==> src/design/avm_pkg.sv <==
// ----------------------------------------------------------------------------
// avm_pkg
// opcodes, status codes and shared types of the accumulator machine
// ----------------------------------------------------------------------------
package avm_pkg;

  typedef enum logic [4:0] {
    OP_NOP  = 5'd0,  OP_LDR  = 5'd1,  OP_STR  = 5'd2,  OP_SREG = 5'd3,
    OP_ADD  = 5'd4,  OP_SUB  = 5'd5,  OP_MUL  = 5'd6,  OP_DIV  = 5'd7,
    OP_MOD  = 5'd8,  OP_INC  = 5'd9,  OP_DEC  = 5'd10, OP_NEG  = 5'd11,
    OP_AND  = 5'd12, OP_OR   = 5'd13, OP_XOR  = 5'd14, OP_B    = 5'd15,
    OP_BL   = 5'd16, OP_BZ   = 5'd17, OP_BN   = 5'd18, OP_INT  = 5'd19,
    OP_HALT = 5'd20, OP_PUSH = 5'd21, OP_POP  = 5'd22, OP_SLP  = 5'd23
  } op_t;

  typedef enum logic [2:0] {
    ST_OK = 3'd0, ST_ADDR = 3'd1, ST_PARAM = 3'd2, ST_STACK = 3'd3,
    ST_HALT = 3'd4, ST_DIV0 = 3'd5, ST_BADOP = 3'd6
  } status_t;

  typedef enum logic [2:0] {
    S_IDLE, S_MEM, S_DIV, S_MUL, S_OUT
  } state_t;

  // divider handshake
  typedef struct packed {
    logic        start;
    logic [31:0] num;
    logic [31:0] den;
  } div_req_t;

  typedef struct packed {
    logic        done;
    logic [31:0] quo;
    logic [31:0] rem;
  } div_rsp_t;

endpackage

==> src/design/avm_div.sv <==
// ----------------------------------------------------------------------------
// avm_div
// signed restoring divider, one quotient bit per cycle, truncating
// ----------------------------------------------------------------------------
module avm_div
  import avm_pkg::*;
(
  input  logic     clk,
  input  logic     rst_n,
  input  div_req_t req,
  output div_rsp_t rsp
);

  logic [31:0] q_r, q_nxt;
  logic [32:0] rem_r, rem_nxt;
  logic [31:0] d_r, d_nxt;
  logic        nq_r, nq_nxt, nr_r, nr_nxt;
  logic [5:0]  cnt_r, cnt_nxt;
  logic        busy_r, busy_nxt;
  logic [32:0] shl, dif;

  always_comb begin
    q_nxt = q_r; rem_nxt = rem_r; d_nxt = d_r; nq_nxt = nq_r; nr_nxt = nr_r;
    cnt_nxt = cnt_r; busy_nxt = busy_r;
    shl = {rem_r[31:0], q_r[31]};
    dif = shl - {1'b0, d_r};
    rsp.done = 1'b0;
    rsp.quo  = nq_r ? (32'd0 - q_r) : q_r;
    rsp.rem  = nr_r ? (32'd0 - rem_r[31:0]) : rem_r[31:0];
    if (req.start) begin
      busy_nxt = 1'b1;
      cnt_nxt  = 6'd32;
      rem_nxt  = '0;
      q_nxt    = req.num[31] ? (32'd0 - req.num) : req.num;
      d_nxt    = req.den[31] ? (32'd0 - req.den) : req.den;
      nq_nxt   = req.num[31] ^ req.den[31];
      nr_nxt   = req.num[31];
    end else if (busy_r) begin
      if (cnt_r == 6'd0) begin
        busy_nxt = 1'b0;
        rsp.done = 1'b1;
      end else begin
        cnt_nxt = cnt_r - 6'd1;
        if (!dif[32]) begin
          rem_nxt = dif;
          q_nxt   = {q_r[30:0], 1'b1};
        end else begin
          rem_nxt = shl;
          q_nxt   = {q_r[30:0], 1'b0};
        end
      end
    end
  end

  always_ff @(posedge clk) begin
    if (!rst_n) begin
      busy_r <= 1'b0;
      cnt_r  <= '0;
    end else begin
      busy_r <= busy_nxt;
      cnt_r  <= cnt_nxt;
    end
    q_r <= q_nxt; rem_r <= rem_nxt; d_r <= d_nxt; nq_r <= nq_nxt; nr_r <= nr_nxt;
  end

endmodule

==> config.mk <==
export PLATFORM = sky130hd
export DESIGN_NAME = avm_div
export DESIGN_NICKNAME = d
export VERILOG_FILES = /design/src/design/avm_pkg.sv /design/src/design/avm_div.sv
export SDC_FILE = /design/constraint.sdc
export NUM_CORES = 1
export LEC_CHECK = 0
export BUFFER_PORTS_ARGS = -buffer_cell sky130_fd_sc_hd__buf_2
export CORE_UTILIZATION = 52
export DETAILED_ROUTE_END_ITERATION = 6
export PLACE_DENSITY_LB_ADDON = 0.12
export SLEW_MARGIN = 20
export SYNTH_ARGS = -nofsm -noshare
export SYNTH_HDL_FRONTEND = slang
export SYNTH_SLANG_ARGS = --single-unit
==> constraint.sdc <==
create_clock -name clk -period 7 [get_ports clk]
set_input_delay 1.75 -clock clk [delete_from_list [all_inputs] [get_ports clk]]
set_output_delay 1.75 -clock clk [all_outputs]
set_load 0.005 [all_outputs]
==> implementation parameters, run 1 <==
Parameter                              Value

Route
  Post-detailed-route DRC marker count ... 0
  Number of vias per cell ... 5.57
  Initial detailed-routing violation count ... 420
  Average wire per standard cell ... 15.0 µm
  Remaining number of nets flagged by the antenna check after routing ... 0
  Total number of vias ... just over 7000
  First-pass iteration count of the detailed router ... 5
  Post-detailed-routing wire length ... 19.2 mm

Pwr
  Fraction of power consumed by sequential logic ... 0.476
  Leakage ... 3.84 nW
  Power Total ... 1.58 mW
  Portion of total power attributed to combinational logic ... 0.234
  Clock Power Share ... 0.290
  Maximum vdd ir drop ... 0.120 mV
  Internal power ... 1.12 mW
  Net Switching ... 0.463 mW
  Sw Ratio ... 0.292
  Power density relative to cell area ... between 150 and 200 mW/mm²

Worst setup path
  R2r setup slk ... 2.91 ns
  Reg-to-reg critical path endpoint ... rem_r[0]
  Data arrival time of the critical path ... 3.66 ns
  Cell Chain, Critical Path ... inv_1 -> ha_1 -> nand2_1 -> or3_1 -> nor2_1 -> nand2_1 -> or3_1 -> or3_1 -> or3_1 -> o41ai_1 -> xnor2_1 -> buf_2
  Highest-delay cell along the critical path ... or3_1
  Path type of the worst setup path ... reg2out
  Kind of end point of the critical path ... output pin
  Crit path largest cell delay ... 0.48 ns
  Cell depth of the worst flop-to-flop path ... 14
  Worst setup SP type ... flip-flop
  R2r startpoint ... q_r[31]
  Most frequent cell on the critical path ... or3_1
  Data required time of the worst path ... about 5.3 ns
  Largest fanout of any net on the critical path ... 4

Timing
  Fin. max-slew vios ... 0
  Worst Max-Slew Pin Slew ... 0.724 ns
  Final hold viol count ... 0
  Worst Clk Skew ... 0.00567 ns
  Final worst setup slack ... 1.59 ns
  Setup repair after global routing missed its margin ... no
  Final critical-path share of the clock period ... 0.773
  Fmax ... 0.185 GHz
  Setup TNS Final ... 0 ns
  Final setup violation count ... 0
  Final hold slack ... slightly above 0.5 ns
  Post-layout minimum cycle time ... around 5.4 ns
  Worst relative slew slack ... 0.513

Synthesis
  Synth Instances ... 959
  Post-synth top cells ... xnor2_1, nand2_1, o21ai_0
  Post-synthesis average cell area ... 8.63 µm²
  Combined area of all synthesized cells ... 0.00827 mm²
  Number of flops mapped to enable cells by yosys ... 66
  Biggest area contributors in the synthesized netlist ... edfxtp_1, xnor2_1, dfxtp_1
  Net count after synthesis ... 1065
  Top-count cell post-synth ... xnor2_1
  Ys flop type ... edfxtp_1
  Flip-flop and latch count after synthesis ... 105
  Share of synthesized area occupied by flip-flops and latches ... 0.334
  Library cell occupying the most area in the post-synthesis netlist ... edfxtp_1
  Yosys warns ... 0
  Async set-reset flop share out of synthesis ... 0
  Area fraction of the dominant cell type after synthesis ... 0.240
  Post-synth cell types ... 69

Die
  DIE HEIGHT ... 128 µm
  Effective utilization at floorplan ... 0.538
  Die area ... 0.0164 mm²
  Number of cell rows ... 45
  Chip width ... 128 µm
  I/O pins ... roughly 130
  Placeable core area ... 0.0154 mm²

Global routing
  First-pass GRT wire length ... around 32 mm
  Total GRT Usage ... 0.243
  Number of global-route vias before repair ... 6489
  Remaining Overflow, GRT ... 0
  Largest net degree at the start of global routing ... 106
  Number of antenna violations at the first check in global routing ... 2

Placed design
  Total placed cells including tap cells ... 1262
  Final HPWL from detailed placement ... 14.2 mm
  Setup slack at placement ... 1.98 ns
  Area after detailed placement ... 0.00907 mm²
  Routability cong. ... 0.891
  Buffers added on ports ... 131

Hold path
  Worst min-delay path endpoint ... cnt_r[1]
  Worst min-delay path category ... reg2reg
  Min-delay src ... cnt_r[1]
  Worst Hold Depth ... 2

Status
  Run status ... finished, final reports clean

Clock network
  Cts-stage hold buffer count ... 0
  Sink Count ... approximately 110
  TritonCTS clock tree ... yes
  Root buf cell ... clkbuf_16
  Clock insertion delay at the later pin of the skew report ... 0.36 ns
  Number of resized instances in the post-cts repair step ... 0
  Clock transition time at the flip-flop clock pins of the worst setup and hold paths ... around 0.06 ns
  Buffers inserted by post-CTS timing repair ... 0
  Clk buf depth ... 2
  Clock buffer count from CTS ... 9
  H-tree depth reported by CTS ... 3

Finish
  Final Cell Area ... 0.00936 mm²
  Share of layout cells above drive strength 1 ... 0.160
  Number of standard cells in the final layout excluding fillers ... 1280
  Syn-to-layout area delta ... 13.1%
  Layout Nets ... 1170
  Utilization of the core after routing ... 0.609
  Ant. Diodes ... 0

Job
  Number of max-cap violations ... 0
cell families after synthesis:
logic type,after synthesis,synth area share
AO/OA/AOI/OAI,273,0.216
flip-flops,105,0.334
multiplexers,6,0.00726
XOR/XNOR,149,0.158
AND/OR/NAND/NOR,293,0.181
adder cells (fa/ha/maj),39,0.0599
buffers and inverters,94,0.0437
power groups by stage:
stage,sequential (mW),combinational (mW),clock (mW)
2_1_floorplan,0.754,0.242,0
3_3_place_gp,0.769,0.360,0
3_5_place_dp,0.771,0.363,0
4_1_cts,0.758,0.366,0.470
5_1_grt,0.761,0.414,0.491
6_report,0.755,0.370,0.459
cell usage in the layout, fill, tap and decap left out, types with 8 or more instances in the layout:
| master | instances |
|---|---|
| edfxtp_1 | 66 |
| dfxtp_1 | 39 |
| nor2b_1 | 8 |
| buf_2 | 130 |
| ha_1 | 38 |
| a21oi_1 | 67 |
| or3_1 | 20 |
| a22o_1 | 17 |
| nand3_1 | 18 |
| xnor2_1 | 102 |
| nor2_1 | 65 |
| nor3_1 | 14 |
| o21ai_0 | 78 |
| clkbuf_16 | 9 |
| nand2b_1 | 12 |
| or4_1 | 16 |
| o41ai_1 | 15 |
| inv_1 | 49 |
| nand2_1 | 94 |
| xor2_1 | 46 |
| o31ai_1 | 32 |
sequential cells by signal (all words and copies together), names as in the netlist:
register / cells
nr_r: 1
cnt_r: 6
d_r: 32
q_r: 32
nq_r: 1
busy_r: 1
rem_r: 32
layer usage:
metal | vias to the layer above | part of all wire | track usage
li1 | 3691 | - | -
met1 | 3240 | 0.48 | 0.335
met2 | 172 | 0.45 | 0.386
met3 | 25 | 0.046 | 0.0363
met4 | 4 | 0.019 | 0.0920
met5 | - | 0.0011 | 0
worst max-delay path, delay by kind of cell (launching register included):
family                   cells  cell delay, ns
flip-flops                   1            0.43
AO/OA/AOI/OAI                1            0.35
AND/OR/NAND/NOR              7            1.95
buffers and inverters        2            0.24
XOR/XNOR                     1            0.16
adder cells (fa/ha/maj)      1            0.16
area by class of cell:
| type | count | area (µm²) |
|---|---|---|
| sequential | 105 | 2760 |
| timing repair buffer | 138 | 731 |
| clock buffer | 14 | 244 |
| fill | 1393 | 6020 |
| inverter | 50 | 188 |
| clock inverter | 2 | 8.76 |
| tap | 211 | 264 |
| multi-input combinational | 760 | 5160 |
worst max-delay path by stage:
stage,from,to,cells after the start
3_5_place_dp,q_r[0],rsp[58],12
2_1_floorplan,q_r[4],rsp[61],9
4_1_cts,q_r[0],rsp[58],12
3_3_place_gp,q_r[0],rsp[58],12
5_1_grt,q_r[0],rsp[58],12
6_report,q_r[0],rsp[58],12
Power figures use the tool's default switching activity.
==> run 2, diff against run 1 <==
- clock period: 7 -> 4.9 ns (I/O delays scaled with it)
==> run 2 against run 1 <==
Against the previous run: routed wire length grew 0.12%; cell area grew 1.2%; worst setup slack lost 1.4 ns; core utilization grew 0.76 points; total power grew 48%; count of clock-buffer cells in the layout shrank 1; non-clock buffer count grew 1; first-iteration DRC count grew 9.3%; register-to-register slack lost 2.0 ns; die area is the same; sequential share of layout area shrank 0.36 points; critical endpoint is now rsp[61]; highest routed layer unchanged.
==> implementation parameters, run 2 (synthesized netlist as in run 1, its figures left out) <==
Parameter                              Value

Pwr
  Portion of total power attributed to combinational logic ... 0.224
  Leakage ... 3.89 nW
  Sw Ratio ... 0.284
  Maximum vdd ir drop ... 0.173 mV
  Power density relative to cell area ... 248 mW/mm²
  Fraction of power consumed by sequential logic ... 0.461
  Net Switching ... 0.668 mW
  Clock Power Share ... 0.315
  Internal power ... 1.68 mW

Finish
  Number of filler cells placed in the layout ... 1398
  Utilization of the core after routing ... 0.616
  Syn-to-layout area delta ... 14.5%
  Layout Nets ... 1171
  Most frequent standard cell in the layout excluding fill and tap cells ... buf_2
  Regs by FF count ... d_r x32, q_r x32, rem_r x32
  Highest-count cells in the layout ignoring fill and taps ... buf_2, xnor2_1, nand2_1
  Share of layout cells above drive strength 1 ... 0.167

Route
  Remaining number of nets flagged by the antenna check after routing ... 0
  Post-detailed-routing wire length ... 19.3 mm
  First-pass iteration count of the detailed router ... 5
  Post-detailed-route DRC marker count ... 0
  Total number of vias ... 7196
  Initial detailed-routing violation count ... around 460
  Average wire per standard cell ... 15.0 µm
  Number of vias per cell ... 5.61

Timing
  Post-layout minimum cycle time ... 4.76 ns
  Setup repair after global routing missed its margin ... yes
  Final critical-path share of the clock period ... 0.971
  Final hold viol count ... 0
  Final worst setup slack ... 0.143 ns
  Worst relative slew slack ... 0.259
  Final setup violation count ... 0
  Fin. max-slew vios ... 0
  Worst Max-Slew Pin Slew ... 1.11 ns
  Worst Clk Skew ... 0.00518 ns
  Fmax ... 0.210 GHz

Clock network
  H-tree depth reported by CTS ... 3
  Root buf cell ... clkbuf_16
  Clock insertion delay at the later pin of the skew report ... 0.35 ns
  Clock buffer count from CTS ... 9
  TritonCTS clock tree ... yes
  Sink Count ... 105
  Cts-stage hold buffer count ... 0
  Clock transition time at the flip-flop clock pins of the worst setup and hold paths ... 0.07 ns
  Clk buf depth ... 2

Worst setup path
  Kind of end point of the critical path ... output pin
  Crit path largest cell delay ... 0.46 ns
  Worst setup SP type ... flip-flop
  R2r startpoint ... q_r[31]
  Largest fanout of any net on the critical path ... 5
  Highest-delay cell along the critical path ... edfxtp_1
  Data required time of the worst path ... around 3.7 ns
  Path type of the worst setup path ... reg2out
  Data arrival time of the critical path ... approximately 3.5 ns
  Cell Chain, Critical Path ... nor3_2 -> nand3_1 -> or3_4 -> or4_4 -> or3_1 -> or3_1 -> or3_4 -> o41ai_4 -> xnor2_1 -> buf_2
  CP Launch Point ... q_r[3]

Hold path
  Worst min-delay path category ... reg2reg
  Min-delay src ... cnt_r[1]

Die
  Effective utilization at floorplan ... 0.538
  Chip width ... 128 µm
  I/O pins ... 132
  DIE HEIGHT ... about 130 µm
  Number of cell rows ... 45
  Die area ... around 0.016 mm²
  Placeable core area ... roughly 0.015 mm²

Global routing
  Number of antenna violations at the first check in global routing ... 3
  Remaining Overflow, GRT ... 0
  First-pass GRT wire length ... 31.7 mm
  Largest net degree at the start of global routing ... around 110
  Number of global-route vias before repair ... roughly 6500
  Total GRT Usage ... 0.242

Job
  Number of max-cap violations ... 0

Placed design
  Routability cong. ... 0.899
  Final HPWL from detailed placement ... ~14 mm
  Setup slack at placement ... 0.405 ns
  Buffers added on ports ... 131

Status
  Run status ... finished, final reports clean
## run 2: cell count changes in the layout (fill, tap and decap cells not counted), sizes merged
cell	change
bufinv	+1
buf	+1
diode	+2
clkinvlp	+1
clkinv	-1
clkbuf	-1
## run 2: metal layers
| layer | GRT usage | share of wire |
|---|---|---|
| met1 | 0.323 | 0.47 |
| met2 | 0.398 | 0.46 |
| met3 | 0.0417 | 0.048 |
| met4 | 0.0810 | 0.019 |
| met5 | 0 | 0.00067 |
## run 2: stage by stage
| step | hold WS (ns) | setup TNS [ns] | cells | area, µm² | total power, mW |
|---|---|---|---|---|---|
| finish | 0.517 | 0 | 1283 | 9470 | 2.35 |
| global route | 0.547 | -0.00556 | 1281 | 9470 | 2.48 |
| CTS | 0.522 | 0 | 1278 | 9380 | 2.36 |
| detailed placement | 0.511 | 0 | 1262 | 9080 | 1.62 |
| global placement | 0.503 | 0 | 1262 | 9080 | 1.61 |
| floorplan | 0.484 | 0 | 959 | 8270 | 1.42 |
## run 2: repair_timing
item | CTS | global route
buffers inserted | 0 | 2
resized for setup | 0 | 7
endpoints found under the setup margin | 0 | 6
## run 2: power by group through the flow
| stage | registers (mW) | logic, mW | clock network [mW] |
|---|---|---|---|
| after CTS | 1.08 | 0.519 | 0.753 |
| final | 1.08 | 0.527 | 0.740 |
| after detailed placement | 1.10 | 0.514 | 0 |
| after global routing | 1.09 | 0.592 | 0.790 |
| after global placement | 1.10 | 0.509 | 0 |
| after floorplan | 1.08 | 0.346 | 0 |
## run 2: worst paths after layout
| check | end | slack [ns] | cells after the start |
|---|---|---|---|
| max | rsp[61] | 0.14 | 10 |
| min reg2reg | cnt_r[1] | 0.52 | 2 |
| max reg2reg | rem_r[27] | 0.91 | 14 |
| min | cnt_r[1] | 0.52 | 2 |
## run 2: critical path: cells and delay by family, from the launching register on
kind                   cells  cell delay, ns
AND/OR/NAND/NOR            7            2.23
flip-flops                 1            0.46
AO/OA/AOI/OAI              1            0.23
XOR/XNOR                   1            0.14
buffers and inverters      1            0.13
## run 2: layout make-up
class,instances,area (µm²),area share
Antenna cell,2,5.00,0.000528
Clock buffer,13,260,0.0275
Clock inverter,3,41.3,0.00436
Inverter,50,188,0.0198
Multi-Input combinational cell,760,5210,0.550
Sequential cell,105,2760,0.292
Tap cell,211,264,0.0279
Timing Repair Buffer,139,742,0.0783
==> run 3, diff against run 2 <==
- CELL_PAD_IN_SITES_DETAIL_PLACEMENT: default -> 0
- CELL_PAD_IN_SITES_GLOBAL_PLACEMENT: default -> 1
- CORE_UTILIZATION: 52 -> 39
==> run 3 against run 2 <==
Against the previous run: cell area up 1.2%; die area grew 33%; sequential share of layout area fell by 0.35 points; combinational power increased by 4%; sequential power about the same; via count fell by 1.1%; routed wire length rose by 13%; sequential cell count did not move; count of clock-buffer cells in the layout fell by 3; clock power down 5.5%; critical path depth did not move; critical endpoint is now rsp[57].
==> implementation parameters, run 3 (synthesized netlist as in run 1, its figures left out) <==
Parameter                              Value

Status
  Run status ... finished, final reports clean

Placed design
  Final HPWL from detailed placement ... 16.6 mm
  Area after detailed placement ... around 0.0092 mm²
  Buffers added on ports ... 131
  Total placed cells including tap cells ... between 1000 and 1500
  Routability cong. ... 0.837

Timing
  Post-layout minimum cycle time ... 4.78 ns
  Setup repair after global routing missed its margin ... yes
  Fin. max-slew vios ... 0
  Final critical-path share of the clock period ... 0.975
  Worst Clk Skew ... 0.0111 ns
  Worst relative slew slack ... 0.456
  Final hold viol count ... 0
  Fmax ... 0.209 GHz
  Final setup violation count ... 0
  Worst Max-Slew Pin Slew ... slightly above 0.8 ns

Pwr
  Power density relative to cell area ... 242 mW/mm²
  Sw Ratio ... 0.306
  Leakage ... 3.92 nW
  Fraction of power consumed by sequential logic ... 0.464
  Internal power ... about 1.6 mW
  Maximum vdd ir drop ... roughly 0.15 mV
  Net Switching ... 0.712 mW
  Clock Power Share ... 0.301
  Portion of total power attributed to combinational logic ... 0.235

Die
  I/O pins ... between 100 and 150
  Chip width ... 148 µm
  Effective utilization at floorplan ... 0.404
  DIE HEIGHT ... approximately 150 µm
  Number of cell rows ... 52
  Die area ... 0.0218 mm²
  Placeable core area ... a little over 0.02 mm²

Clock network
  Root buf cell ... clkbuf_16
  Clk buf depth ... 2
  Sink Count ... 105
  Clock buffer count from CTS ... 9
  Clock insertion delay at the later pin of the skew report ... 0.36 ns
  Clock transition time at the flip-flop clock pins of the worst setup and hold paths ... 0.07 ns
  H-tree depth reported by CTS ... 3
  TritonCTS clock tree ... yes

Worst setup path
  Largest fanout of any net on the critical path ... 5
  Worst setup SP type ... flip-flop
  Path type of the worst setup path ... reg2out
  Cell depth of the worst flop-to-flop path ... 14
  R2r startpoint ... q_r[31]
  Data arrival time of the critical path ... 3.55 ns
  Data required time of the worst path ... about 3.7 ns
  R2r setup slk ... 1.08 ns
  Kind of end point of the critical path ... output pin
  Reg-to-reg critical path endpoint ... rem_r[0]

Finish
  Final Cell Area ... 0.00959 mm²
  Regs by FF count ... d_r x32, q_r x32, rem_r x32
  Share of layout cells above drive strength 1 ... 0.177
  Utilization of the core after routing ... 0.468
  Layout Nets ... 1180
  Highest-count cells in the layout ignoring fill and taps ... buf_2, xnor2_1, nand2_1
  Number of standard cells in the final layout excluding fillers ... between 1000 and 1500
  Syn-to-layout area delta ... 15.9%
  Most frequent standard cell in the layout excluding fill and tap cells ... buf_2

Route
  Initial detailed-routing violation count ... between 200 and 300
  Post-detailed-route DRC marker count ... 0
  Post-detailed-routing wire length ... 21.7 mm
  Total number of vias ... slightly above 7000
  Number of vias per cell ... ~5.3
  Remaining number of nets flagged by the antenna check after routing ... 0
  Average wire per standard cell ... roughly 16 µm
  First-pass iteration count of the detailed router ... 4

Global routing
  First-pass GRT wire length ... 35.2 mm
  Number of global-route vias before repair ... between 6000 and 7000
  Number of antenna violations at the first check in global routing ... 5
  Remaining Overflow, GRT ... 0
  Largest net degree at the start of global routing ... 57
  Total GRT Usage ... 0.203

Hold path
  Min-delay src ... cnt_r[1]
  Worst min-delay path category ... reg2reg
  Worst min-delay path endpoint ... cnt_r[1]
  Worst Hold Depth ... 2

Job
  Number of max-cap violations ... 0
[run 3: layout make-up]
type	count	area [µm²]
fillers	2058	10900
well taps	270	338
inverters	50	188
diodes	4	10.0
clock buffers	10	229
multi-input cells	760	5200
flip-flops and latches	105	2760
clock inverters	5	40.0
repair buffers	148	818
[run 3: metrics by stage]
stage	power (mW)	hold slack [ns]	setup slack (ns)	setup TNS, ns
after global routing	2.45	0.545	-0.0552	-0.110
after global placement	1.64	0.510	0.441	0
after detailed placement	1.64	0.513	0.379	0
after CTS	2.35	0.524	0.0284	0
after floorplan	1.42	0.484	0.808	0
final	2.32	0.521	0.124	0
[run 3: layer usage]
layer | part of all wire | wire length [µm] | up-vias | track usage
li1 | - | - | 3711 | -
met1 | 0.47 | 10300 | 3275 | 0.261
met2 | 0.47 | 10200 | 118 | 0.345
met3 | 0.047 | 1020 | 14 | 0.0466
met4 | 0.0097 | 211 | 2 | 0.0464
met5 | 0.00060 | 13 | - | 0
[run 3: what timing repair did]
item                                    4_1_cts  5_1_grt
endpoints found under the hold margin         0        0
pin swaps                                     0        2
hold buffers                                  0        0
setup buffers                                 0        5
gates resized for setup                       1        6
endpoints found under the setup margin        1        8
[run 3: worst max-delay path, stage by stage (launching register included)]
cell      delay (ns)
edfxtp_1        0.44
nor3_2          0.20
nand3_1         0.12
or3_4           0.35
or4_4           0.44
or3_4           0.36
or3_4           0.34
or3_4           0.44
o31ai_2         0.22
xnor2_1         0.15
buf_2           0.14
[run 3: worst max-delay path by stage]
| stage | startpoint | end | slack [ns] |
|---|---|---|---|
| final | q_r[4] | rsp[57] | 0.12 |
| after global routing | q_r[4] | rsp[61] | -0.06 |
| after CTS | q_r[0] | rsp[60] | 0.03 |
| after detailed placement | q_r[0] | rsp[58] | 0.38 |
| after global placement | q_r[0] | rsp[58] | 0.44 |
| after floorplan | q_r[4] | rsp[61] | 0.81 |
[run 3: power by group through the flow]
stage / Clock [mW] / Combinational (mW) / Sequential (mW)
after floorplan: 0 / 0.346 / 1.08
final: 0.699 / 0.547 / 1.08
after global routing: 0.744 / 0.616 / 1.09
after global placement: 0 / 0.537 / 1.10
after detailed placement: 0 / 0.535 / 1.10
after CTS: 0.725 / 0.538 / 1.08
